[config.mk]
export PLATFORM = sky130hd
export DESIGN_NAME = amd_isqrt
export DESIGN_NICKNAME = d
export VERILOG_FILES = /design/src/rtl/amd_pkg.sv /design/src/rtl/amd_isqrt.sv
export SDC_FILE = /design/constraint.sdc
export NUM_CORES = 2
export LEC_CHECK = 0
export BUFFER_PORTS_ARGS = -buffer_cell sky130_fd_sc_hd__buf_2
export CORE_UTILIZATION = 45
export CTS_BUF_LIST = sky130_fd_sc_hd__clkbuf_8 sky130_fd_sc_hd__clkbuf_16
export CTS_CLUSTER_DIAMETER = 100
export DETAILED_ROUTE_END_ITERATION = 8
export PLACE_DENSITY = 0.59
export SYNTH_ARGS = -nofsm -noshare
export SYNTH_HDL_FRONTEND = slang
export SYNTH_MEMORY_MAX_BITS = 65536
export SYNTH_SLANG_ARGS = --single-unit
[constraint.sdc]
create_clock -name clock -period 3.8 [get_ports clock]
set_input_delay 0.19 -clock clock [delete_from_list [all_inputs] [get_ports clock]]
set_output_delay 0.19 -clock clock [all_outputs]
set_load 0.1 [all_outputs]
[src/rtl/amd_pkg.sv]
// shared types and constants for the affine matrix decomposition pipeline
// word layouts of both channels, pipeline side-band records and stage counts
// no dependencies
package amd_pkg;

   // stage counts of the pipelined square root and divider
   localparam int SQ_STAGES  = 32;
   localparam int DIV_STAGES = 31;
   localparam int QUO_W      = 31;

   // one in Q2.30
   localparam logic [31:0] ONE_Q30 = 32'h4000_0000;

   // input word: upper 3x3 matrix row-major plus translation row, Q16.16
   typedef struct packed {
      logic signed [31:0] r0c0;
      logic signed [31:0] r0c1;
      logic signed [31:0] r0c2;
      logic signed [31:0] r1c0;
      logic signed [31:0] r1c1;
      logic signed [31:0] r1c2;
      logic signed [31:0] r2c0;
      logic signed [31:0] r2c1;
      logic signed [31:0] r2c2;
      logic signed [31:0] trans_in_x;
      logic signed [31:0] trans_in_y;
      logic signed [31:0] trans_in_z;
   } req_type;

   // result word
   typedef struct packed {
      logic signed [31:0] pos_x;
      logic signed [31:0] pos_y;
      logic signed [31:0] pos_z;
      logic [31:0]        scale_x;
      logic [31:0]        scale_y;
      logic [31:0]        scale_z;
      logic signed [31:0] quat_w;
      logic signed [31:0] quat_x;
      logic signed [31:0] quat_y;
      logic signed [31:0] quat_z;
      logic               zero_scale;
   } rsp_type;

   // side-band ahead of the scale square roots
   typedef struct packed {
      logic [2:0][31:0] pos;
      logic [8:0][31:0] mag;
      logic [8:0]       neg;
   } hside_type;

   // fields that ride to the output unchanged once scales are known
   typedef struct packed {
      logic [2:0][31:0] pos;
      logic [2:0][31:0] scale;
      logic             zero;
   } base_type;

   // side-band alongside the row dividers
   typedef struct packed {
      base_type   base;
      logic [8:0] neg;
   } mside_type;

   // side-band alongside the norm square root
   typedef struct packed {
      base_type         base;
      logic             degen;
      logic [3:0]       cneg;
      logic [3:0][30:0] m;
   } tside_type;

   // side-band alongside the final dividers
   typedef struct packed {
      base_type   base;
      logic       degen;
      logic [3:0] cneg;
   } fside_type;

   // magnitude of a two's complement word, full range
   function automatic logic [31:0] mag32(input logic [31:0] v);
      return v[31] ? (~v + 32'd1) : v;
   endfunction

endpackage

[src/rtl/amd_isqrt.sv]
// pipelined integer square root, one result bit per stage
// depends on amd_pkg for the stage count
module amd_isqrt (
   input  logic        clock,
   input  logic        en,
   input  logic [63:0] rad,
   output logic [31:0] root
);

   logic [33:0] rem_ff  [amd_pkg::SQ_STAGES];
   logic [31:0] root_ff [amd_pkg::SQ_STAGES];
   logic [63:0] rad_ff  [amd_pkg::SQ_STAGES];

   for (genvar k = 0; k < amd_pkg::SQ_STAGES; k++) begin : g_stage
      logic [33:0] rem_p;
      logic [31:0] root_p;
      logic [63:0] rad_p;
      logic [35:0] acc;
      logic [35:0] trial;
      logic        take;

      if (k == 0) begin : g_first
         assign rem_p  = '0;
         assign root_p = '0;
         assign rad_p  = rad;
      end else begin : g_next
         assign rem_p  = rem_ff[k-1];
         assign root_p = root_ff[k-1];
         assign rad_p  = rad_ff[k-1];
      end

      // bring down the next bit pair and try 4r+1
      assign acc   = {rem_p, rad_p[63:62]};
      assign trial = {2'b00, root_p, 2'b01};
      assign take  = acc >= trial;

      always_ff @(posedge clock) begin
         if (en) begin
            rem_ff[k]  <= take ? 34'(acc - trial) : acc[33:0];
            root_ff[k] <= {root_p[30:0], take};
            rad_ff[k]  <= {rad_p[61:0], 2'b00};
         end
      end
   end

   assign root = root_ff[amd_pkg::SQ_STAGES-1];

endmodule

==> impl_results.md <==
- Status: finished clean
- Std cell rows: between 150 and 200
- Max frequency: 0.272 GHz
- Post-synthesis cell area: 117000 um^2
- Final Wtd Congestion: 0.912
- Slew margin rel.: 0.334
- Root buffer cell: clkbuf_16
- Kind of critical path: flip-flop to flip-flop
- Critical-path cell list: or4_4, or3_4, or3_4, or3_4, or4_4, a2111oi_4, a21oi_2, buf_6, inv_4, buf_12, o21ai_0
- Critical Path Start Type: flip-flop
- Largest net degree at the start of global routing: 137
- Global-route wire length before repair: around 370000 um
- Cell mode on critical path: or3_4
- Worst min path class: primary input to flip-flop
- Ports: 98
- Peak supply drop: 0.000376 V
- Max H-tree Level: 5
- Setup TNS: 0 ns
- Total GRT Usage: 0.173
- Height of the die: 511 um
- Clk_lat worst skew: 0.85 ns
- Fin. Hold Viols: 0
- Yosys cell types: between 80 and 90
- MaxCap Viol Count: 0
- DRT iter0 DRCs: 4534
- WP data required: 4.37 ns
- Starting Density: 0.453
- IO Port Bufs: a little under 100
- Multi-input logic area: 37700 um^2
- CTS Buf Count: 285
- Post-DP Area: 123000 um^2
- CP Max Fanout: 16
- Yosys warns: 0
- Crit path time final: 3.67 ns
- Skew final: 0.0725 ns
- Final Power: 79.5 mW
- Slew @ Worst Pin: 0.974 ns
- Crit path DAT: 4.24 ns
- Routed vias: roughly 70000
- DR vias/cell: 5.30
- Critical path's slowest cell: or4_4
- Die width: 511 um
- Max Slew Vio Count: 0
- DRT Wirelength: 229000 um
- Share of flip-flops with an asynchronous set or reset: 0
- Buf/Inv on CP: 3
- Vias in the first global route: 68708
- Post-route core utilization: 0.517
- Sequential fraction of the synthesis area: 0.650
- Initial antenna violation count: 2
- Post-DP HPWL: 165000 um
- Critical Path Max Stage Delay: 0.56 ns
- Reg clk slew, reported paths: roughly 0.060 ns
- Critical path depth: 11
- Design Area, Final: 133000 um^2
- DRC viols: 0
- Final setup vio count: 0
- CP endpoint kind: flip-flop
- Register bit total from synthesis: 2523
- EDFF count, synth: 2523
- CTS Sinks: 2523
- Clk buf depth: 4
- Fraction of layout cells with a size suffix above 1: 0.0898
- # fillers: 21701
- TritonCTS clock tree: yes
- Gr ovfl total: 0
- Period utilization: 0.966
- CORE AREA: between 200000 and 300000 um^2
- Register Area: 75800 um^2
- Routed len/inst: ~18 um
- DRT antenna net count: 0
- Hold slack: 0.0701 ns
- Syn_area_per_cell: 13.0 um^2
- Full die area: 261000 um^2
- Dominant delay contributor by cell family on the critical path: simple AND/OR/NAND/NOR gates
- First-pass DRT Iterations: 6
- Gate Count Post-Synth: approximately 9000
- Post-synth top flop: edfxtp_1
- Leakage: 51.2 nW
- Pwr/cell area: 598 nW/um^2
- Hold Path Cell Cnt: 2
- Area growth syn-to-layout: 13.9%
- Syn Nets: 9586
- Nets: 10125
- R2R depth: 11
[flip-flops by register name (all words and copies together), names as in the netlist]
register	flops
rem_ff	1003
rad_ff	992
root_ff	528
[worst paths after layout]
kind,startpoint,to,slack [ns]
worst max-delay path,rem_ff[15][20],rem_ff[16][10],0.13
worst max register to register,rem_ff[15][20],rem_ff[16][10],0.13
worst min-delay path,rad[22],rad_ff[0][22],0.07
worst min register to register,rad_ff[15][30],rad_ff[16][32],0.40
[cell families (layout without fill, tap and decap cells)]
group           after synthesis  after routing  synth area share
simple gates               2307           2307            0.0971
flops                      2523           2523             0.650
mux                          85             85           0.00804
other cells                   1              5         0.0000322
buf+inv                     870           1627            0.0283
fa+ha+maj                   562            562            0.0603
compound gates             1762           1762            0.0928
xor+xnor                    848            848            0.0637
[synthesized netlist by cell type, types with 96 or more instances]
library cell  instances  area share
nor2_1              573       0.018
nor3_1              210      0.0090
o21ai_0             447       0.019
edfxtp_1           2523        0.65
a21oi_1             591       0.025
nand2b_1            108      0.0058
xnor2_1             420       0.032
a21o_1              233       0.015
nand3_1             142      0.0061
or3_1               103      0.0055
inv_1               701       0.023
nand2_1             622       0.020
nand4_1              97      0.0052
o21a_1               96      0.0062
nor4_1              107      0.0057
xor2_1              428       0.032
ha_1                562       0.060
clkbuf_1            142      0.0046
[layout make-up]
cell class                 instances  share of cell area
antenna                            4           0.0000753
tap                             3384              0.0319
clock buffer                     288              0.0542
multi-input combinational       5565               0.284
timing repair buffer             418              0.0269
clock inverter                   217              0.0130
inverter                         704              0.0199
sequential                      2523               0.570
[layout by cell type, fill, tap and decap left out, types with 289 or more instances in the layout]
| cell type | count |
|---|---|
| a21oi_1 | 588 |
| clkbuf_16 | 289 |
| edfxtp_1 | 2523 |
| ha_1 | 562 |
| inv_1 | 763 |
| nand2_1 | 622 |
| nor2_1 | 573 |
| o21ai_0 | 441 |
| xnor2_1 | 420 |
| xor2_1 | 428 |
[layer usage]
metal  part of all wire  wire length [um]  global-route usage
met4              0.031              7130              0.0570
met5                  0                 0                   0
met2               0.49            113000               0.298
met1               0.44            101000               0.224
met3              0.038              8750              0.0239
[through the flow]
stage | cells | worst slack, ns
2_1_floorplan | 8958 | 0.167
3_5_place_dp | 12494 | -0.0548
6_report | 13103 | 0.128
3_3_place_gp | 12494 | -0.0121
4_1_cts | 13095 | 0.00605
5_1_grt | 13103 | -0.00441
[where the power goes]
| part | total, mW | internal [mW] | leakage, nW | switching, mW |
|---|---|---|---|---|
| combinational | 15.8 | 6.81 | 22.3 | 9.00 |
| clock | 26.2 | 15.4 | 4.61 | 10.8 |
| sequential | 37.4 | 35.2 | 24.3 | 2.26 |
[repair_timing]
action	CTS	global route
cloned	0	1
resized for setup	1	27
buffers inserted	0	3
setup endpoints to repair	4	149
pin swaps	0	5
endpoints found under the hold margin	105	0
hold buffers	96	0
(Power assumes the default switching activity.)
