--- config.mk ---
export PLATFORM = sky130hd
export DESIGN_NAME = amd_delay
export DESIGN_NICKNAME = d
export VERILOG_FILES = /design/src/rtl/amd_pkg.sv /design/src/rtl/amd_delay.sv
export SDC_FILE = /design/constraint.sdc
export NUM_CORES = 1
export LEC_CHECK = 0
export ABC_AREA = 0
export BUFFER_PORTS_ARGS = -buffer_cell sky130_fd_sc_hd__buf_2
export CAP_MARGIN = 20
export CORE_MARGIN = 8
export CORE_UTILIZATION = 45
export DETAILED_ROUTE_END_ITERATION = 10
export PLACE_DENSITY = 0.7
export SYNTH_ARGS = -nofsm -noshare
export SYNTH_HDL_FRONTEND = slang
export SYNTH_SLANG_ARGS = --single-unit
--- constraint.sdc ---
create_clock -name clock -period 1.8 [get_ports clock]
set_clock_uncertainty 0.05 [all_clocks]
set_input_delay 0.18 -clock clock [delete_from_list [all_inputs] [get_ports clock]]
set_output_delay 0.18 -clock clock [all_outputs]
set_load 0.01 [all_outputs]
--- src/rtl/amd_pkg.sv ---
// shared types and constants for the affine matrix decomposition pipeline
// word layouts of both channels, pipeline side-band records and stage counts
// no dependencies
package amd_pkg;

   // stage counts of the pipelined square root and divider
   localparam int SQ_STAGES  = 32;
   localparam int DIV_STAGES = 31;
   localparam int QUO_W      = 31;

   // one in Q2.30
   localparam logic [31:0] ONE_Q30 = 32'h4000_0000;

   // input word: upper 3x3 matrix row-major plus translation row, Q16.16
   typedef struct packed {
      logic signed [31:0] r0c0;
      logic signed [31:0] r0c1;
      logic signed [31:0] r0c2;
      logic signed [31:0] r1c0;
      logic signed [31:0] r1c1;
      logic signed [31:0] r1c2;
      logic signed [31:0] r2c0;
      logic signed [31:0] r2c1;
      logic signed [31:0] r2c2;
      logic signed [31:0] trans_in_x;
      logic signed [31:0] trans_in_y;
      logic signed [31:0] trans_in_z;
   } req_type;

   // result word
   typedef struct packed {
      logic signed [31:0] pos_x;
      logic signed [31:0] pos_y;
      logic signed [31:0] pos_z;
      logic [31:0]        scale_x;
      logic [31:0]        scale_y;
      logic [31:0]        scale_z;
      logic signed [31:0] quat_w;
      logic signed [31:0] quat_x;
      logic signed [31:0] quat_y;
      logic signed [31:0] quat_z;
      logic               zero_scale;
   } rsp_type;

   // side-band ahead of the scale square roots
   typedef struct packed {
      logic [2:0][31:0] pos;
      logic [8:0][31:0] mag;
      logic [8:0]       neg;
   } hside_type;

   // fields that ride to the output unchanged once scales are known
   typedef struct packed {
      logic [2:0][31:0] pos;
      logic [2:0][31:0] scale;
      logic             zero;
   } base_type;

   // side-band alongside the row dividers
   typedef struct packed {
      base_type   base;
      logic [8:0] neg;
   } mside_type;

   // side-band alongside the norm square root
   typedef struct packed {
      base_type         base;
      logic             degen;
      logic [3:0]       cneg;
      logic [3:0][30:0] m;
   } tside_type;

   // side-band alongside the final dividers
   typedef struct packed {
      base_type   base;
      logic       degen;
      logic [3:0] cneg;
   } fside_type;

   // magnitude of a two's complement word, full range
   function automatic logic [31:0] mag32(input logic [31:0] v);
      return v[31] ? (~v + 32'd1) : v;
   endfunction

endpackage

--- src/rtl/amd_delay.sv ---
// side-band delay line with valid bits, advanced by a common enable
// depends on amd_pkg for the default depth
module amd_delay #(
   parameter int WIDTH = 1,
   parameter int DEPTH = amd_pkg::DIV_STAGES
) (
   input  logic             clock,
   input  logic             reset,
   input  logic             en,
   input  logic             in_valid,
   input  logic [WIDTH-1:0] in_data,
   output logic             out_valid,
   output logic [WIDTH-1:0] out_data
);

   logic             valid_ff [DEPTH];
   logic [WIDTH-1:0] data_ff  [DEPTH];

   // valid bits, cleared at reset
   always_ff @(posedge clock) begin
      if (reset) begin
         for (int k = 0; k < DEPTH; k++) valid_ff[k] <= 1'b0;
      end else if (en) begin
         valid_ff[0] <= in_valid;
         for (int k = 1; k < DEPTH; k++) valid_ff[k] <= valid_ff[k-1];
      end
   end

   // payload
   always_ff @(posedge clock) begin
      if (en) begin
         data_ff[0] <= in_data;
         for (int k = 1; k < DEPTH; k++) data_ff[k] <= data_ff[k-1];
      end
   end

   assign out_valid = valid_ff[DEPTH-1];
   assign out_data  = data_ff[DEPTH-1];

endmodule

==> flow_metrics.py, run 1 <==
metrics = {
    "final_layout": {
        "final_cells": 175,
        "drive_gt1_frac": 0.174,
        "final_core_util": 0.514,
        "most-common-layout-cells": "62 x edfxtp_1, 16 x and3b_1, 13 x nor2b_1",
        "final_common_cell": "edfxtp_1",
        "syn2layout_area_growth_pct": 12.2,
        "nNetsFinal": 121,
        "num_antenna_cells": 0,
        "final_cell_area_um2": 2400,
    },
    "setup_path": {
        "rrSetupSlack_ns": 0.91,
        "r2r_cells": 1,
        "cp_cell_sequence": "buf_2",
        "cp-start-kind": "flip-flop",
        "required_ns": 1.57,
        "critPathCaptureType": "output pin",
        "r2r_end": "valid_ff[0][2]",
        "cp.arrival_ns": 0.82,
        "cp_slowest_cell": "edfxtp_1",
        "r2r_start": "valid_ff[0][1]",
        "crit_family": "flip-flops",
        "path_class": "flip-flop to output pin",
        "crit_path_max_fanout": 1,
        "slowest_delay_ns": 0.35,
        "crit_buf_inv": 1,
    },
    "sta": {
        "relSlewSlack": 0.755,
        "period_minus_slack_ns": 1.05,
        "final-setup-viol-count": 0,
        "final_hold_viol_count": 0,
        "rsz0062_at_grt": "false",
        "period_share": 0.583,
        "worst_slack_ns": 0.750,
        "tightest_slew_ns": 0.367,
        "drv_slew": 0,
        "hold_slack_ns": 0.121,
        "final.setup.tns_ns": 0,
        "max_freq_mhz": 952,
    },
    "clock_tree": {
        "htree_num_levels": 3,
        "clk_latency_ns": 0.33,
        "post_cts_buffers": 0,
        "tritoncts": "done",
        "cts-root-buf": "clkbuf_8",
        "clockBufferDepth": 2,
        "cts_buffers": 9,
        "clk_pin_slew_ns": 0.06,
        "clock_sinks": 62,
    },
    "placement": {
        "post_dp_cell_area_um2": 2240,
        "place_inst": 158,
        "gp_congestion": 0.733,
        "dp_slack_ns": 0.531,
        "dp_hpwl_um": 1450,
        "portBuffers": 6,
    },
    "grt": {
        "overflow": 0,
        "grt_max_degree": 32,
        "grtUsageMet1": 0.114,
        "gr-max-usage-layer": "met2",
        "grtUsageMet3": 0.0483,
        "antenna_found_initial": 0,
        "grt_pass1_vias": 924,
        "use_met2": 0.123,
        "grt_first_pass_wirelength_um": 4810,
        "grt.total_usage": 0.0941,
    },
    "die": {
        "num_io_pins": 7,
        "fp.dieArea_um2": 7210,
        "coreArea_um2": 4660,
        "num_rows": 25,
        "die_x_um": 84.9,
        "start_util": 0.458,
        "die-height_um": 84.9,
    },
    "drt": {
        "viasPerCell": 4.93,
        "dr.pass1.iters": 4,
        "drc": 0,
        "vias": 862,
        "wl_um": 2850,
        "post_drt_wl_per_cell_um": 16.3,
        "drt_iter0_markers": 58,
        "ant_nets": 0,
    },
    "power_and_ir_drop": {
        "p_leak_nw": 0.928,
        "power_switching_uw": 540,
        "power.share.clock": 0.347,
        "swShare": 0.197,
        "power_density_nw_per_um2": 1150,
        "seqPwrFrac": 0.623,
        "intPower_mw": 2.21,
        "finalPower_mw": 2.75,
        "combinationalPowerShare": 0.030,
        "vdd_drop_max_mv": 0.652,
    },
    "yosys": {
        "synthDistinctLibCells": 7,
        "synth.avg_cell_area_um2": 21.8,
        "ys_seq_elements": 62,
        "syn-instance-count": 98,
        "synth_seq_area_share": 0.872,
        "yosys_warnings": 0,
        "syn_nets": 103,
        "synth_area_um2": 2140,
    },
    "job": {
        "maxCapViolCount": 0,
    },
    "hold_path": {
        "hold_depth": 2,
        "hold_class": "primary input to flip-flop",
        "hold_path_end": "valid_ff[0][0]",
        "hp-start": "in_valid",
    },
    "outcome": {
        "run_status": "finished clean",
    },
}
==> cells in the mapped netlist <==
| library cell | instances | share of area |
|---|---|---|
| and3b_1 | 16 | 0.066 |
| and3b_2 | 2 | 0.0094 |
| or2_1 | 1 | 0.0029 |
| nor2b_1 | 13 | 0.038 |
| buf_6 | 1 | 0.0053 |
| buf_2 | 3 | 0.0070 |
| edfxtp_1 | 62 | 0.87 |
==> per-layer routing <==
layer	routed length [um]	up-vias
met5	0	-
met4	19	0
met3	157	4
met2	1260	15
met1	1410	433
li1	-	410
==> logic make-up (layout without fill, tap and decap cells) <==
logic type,after synthesis,in the layout,share of synthesized area
flops,62,62,0.872
simple gates,32,32,0.116
buf+inv,4,27,0.0123
==> flip-flops by register name (all words and copies together), names as in the netlist <==
| name | flops |
|---|---|
| data_ff | 31 |
| valid_ff | 31 |
==> timing repair <==
action                                 CTS  global route
gates resized for setup                  0             0
hold buffers                             1             0
endpoints found under the hold margin    1             0
==> final cells by class <==
| class | instances | area, um^2 |
|---|---|---|
| timing repair buffer | 11 | 70.1 |
| fill | 379 | 2260 |
| tap | 54 | 67.6 |
| clock buffer | 13 | 139 |
| sequential | 62 | 1860 |
| clock inverter | 3 | 11.3 |
| multi-input combinational | 32 | 248 |
==> power by group through the flow <==
stage | Combinational [mW] | Clock, mW | Sequential, mW
3_5_place_dp | 0.0813 | 0 | 1.74
5_1_grt | 0.0915 | 1.05 | 1.72
4_1_cts | 0.0830 | 0.998 | 1.71
3_3_place_gp | 0.0744 | 0 | 1.74
6_report | 0.0813 | 0.954 | 1.71
2_1_floorplan | 0.0435 | 0 | 1.73
==> worst max-delay path by stage <==
stage	from	to	slack [ns]	cells after the start
after floorplan	reset	valid_ff[0][0]	0.27	2
after global placement	en	data_ff[6][2]	0.61	2
after detailed placement	en	data_ff[6][0]	0.53	2
after CTS	data_ff[7][2]	out_data	0.72	1
after global routing	data_ff[7][2]	out_data	0.71	1
final	data_ff[7][2]	out_data	0.75	1
(Power assumes the default switching activity.)
==> run 2: changes to the inputs <==
==> constraint.sdc (replaced) <==
create_clock -name clock -period 1.1 [get_ports clock]
set_clock_uncertainty 0.05 [all_clocks]
set_input_delay 0.11 -clock clock [delete_from_list [all_inputs] [get_ports clock]]
set_output_delay 0.11 -clock clock [all_outputs]
set_load 0.01 [all_outputs]
==> run 2 against run 1 <==
Net effect: wire length down 3.0%; utilization is 1.3 points higher; sequential power grew 64%.
==> flow_metrics.py, run 2 (same netlist as run 1, synthesis figures left out) <==
metrics = {
    "sta": {
        "period_share": 0.888,
        "relSlewSlack": 0.715,
        "max_freq_mhz": 1020,
        "final.setup.tns_ns": 0,
        "rsz0062_at_grt": "false",
        "final-setup-viol-count": 0,
        "tightest_slew_ns": 0.428,
        "hold_slack_ns": 0.0526,
        "drv_slew": 0,
        "period_minus_slack_ns": 0.977,
        "final_hold_viol_count": 0,
    },
    "placement": {
        "post_dp_cell_area_um2": 2240,
        "dp_hpwl_um": 1450,
        "place_inst": 157,
        "gp_congestion": 0.677,
        "portBuffers": 6,
    },
    "setup_path": {
        "cp.arrival_ns": 0.82,
        "crit_family": "flip-flops",
        "critPathCaptureType": "output pin",
        "crit_path_max_fanout": 1,
        "required_ns": 0.94,
        "startpoint": "valid_ff[1][14]",
        "slowest_delay_ns": 0.35,
        "path_class": "flip-flop to output pin",
        "cp_slowest_cell": "edfxtp_1",
        "cp_cell_sequence": "buf_2",
        "rrSetupSlack_ns": 0.22,
        "cp-start-kind": "flip-flop",
        "r2r_start": "valid_ff[0][7]",
        "crit_buf_inv": 1,
    },
    "clock_tree": {
        "cts_buffers": 9,
        "clk_pin_slew_ns": 0.07,
        "post_cts_buffers": 0,
        "clock_sinks": 62,
        "htree_num_levels": 3,
        "clockBufferDepth": 2,
        "cts-root-buf": "clkbuf_8",
        "tritoncts": "done",
        "clk_latency_ns": 0.32,
        "cts-hold-fix-buffers": 1,
        "postCtsResizedCells": 0,
    },
    "outcome": {
        "run_status": "finished clean",
    },
    "grt": {
        "grt_first_pass_wirelength_um": 4400,
        "grt_pass1_vias": 848,
        "grt.total_usage": 0.0830,
        "grt_max_degree": 40,
        "antenna_found_initial": 0,
        "overflow": 0,
    },
    "die": {
        "die-height_um": 84.9,
        "die_x_um": 84.9,
        "coreArea_um2": 4660,
        "fp.dieArea_um2": 7210,
        "start_util": 0.458,
        "num_io_pins": 7,
        "num_rows": 25,
    },
    "final_layout": {
        "final_cells": 173,
        "drive_gt1_frac": 0.202,
        "final_cell_area_um2": 2460,
        "num_antenna_cells": 0,
        "nNetsFinal": 120,
        "final_common_cell": "edfxtp_1",
        "largestRegisters": "data_ff: 31 flops, valid_ff: 31 flops",
        "most-common-layout-cells": "62 x edfxtp_1, 16 x and3b_1, 13 x nor2b_1",
        "final_core_util": 0.527,
        "syn2layout_area_growth_pct": 15.1,
    },
    "drt": {
        "dr.pass1.iters": 4,
        "drc": 0,
        "wl_um": 2760,
        "ant_nets": 0,
        "vias": 885,
        "viasPerCell": 5.12,
        "drt_iter0_markers": 125,
        "post_drt_wl_per_cell_um": 16.0,
    },
    "power_and_ir_drop": {
        "vdd_drop_max_mv": 0.889,
        "power_density_nw_per_um2": 2020,
        "p_leak_nw": 0.953,
    },
    "hold_path": {
        "hp-start": "in_valid",
        "hold_class": "primary input to flip-flop",
    },
    "job": {
        "maxCapViolCount": 0,
    },
}
[run 2: cell types whose count changed in the layout (fill, tap and decap cells not counted), sizes merged]
cell and change:
buf -1, bufinv +2, clkbuf -3, clkinv -1, clkinvlp +1
[run 2: power breakdown]
part / internal (mW) / total (mW) / switching, mW
Sequential: 2.76 / 2.80 / 0.0389
Combinational: 0.0554 / 0.138 / 0.0827
Clock: 1.25 / 2.02 / 0.776
[run 2: layer usage]
layer | track usage | up-vias | wire length, um
li1 | - | 408 | -
met1 | 0.113 | 453 | 1420
met2 | 0.102 | 19 | 1180
met3 | 0.0386 | 5 | 120
met4 | 0.0534 | 0 | 42
met5 | 0 | - | 0
[run 2: cell type report]
cell class                 instances  area, um^2
clock buffer                      10         128
timing repair buffer              10        75.1
sequential                        62        1860
multi-input combinational         32         250
tap                               54        67.6
fill                             349        2200
clock inverter                     5        75.1
[run 2: final timing paths]
kind	to	cells past startpoint
worst max-delay path	out_valid	1
worst min-delay path	valid_ff[0][0]	2
worst max register to register	valid_ff[0][8]	1
worst min register to register	data_ff[2][2]	0
[run 2: per-stage QoR]
step	setup WS, ns	total power, mW
2_1_floorplan	0.107	2.91
3_3_place_gp	0.0787	2.97
3_5_place_dp	0.0258	2.99
4_1_cts	0.0993	5.03
5_1_grt	0.0689	5.14
6_report	0.123	4.96
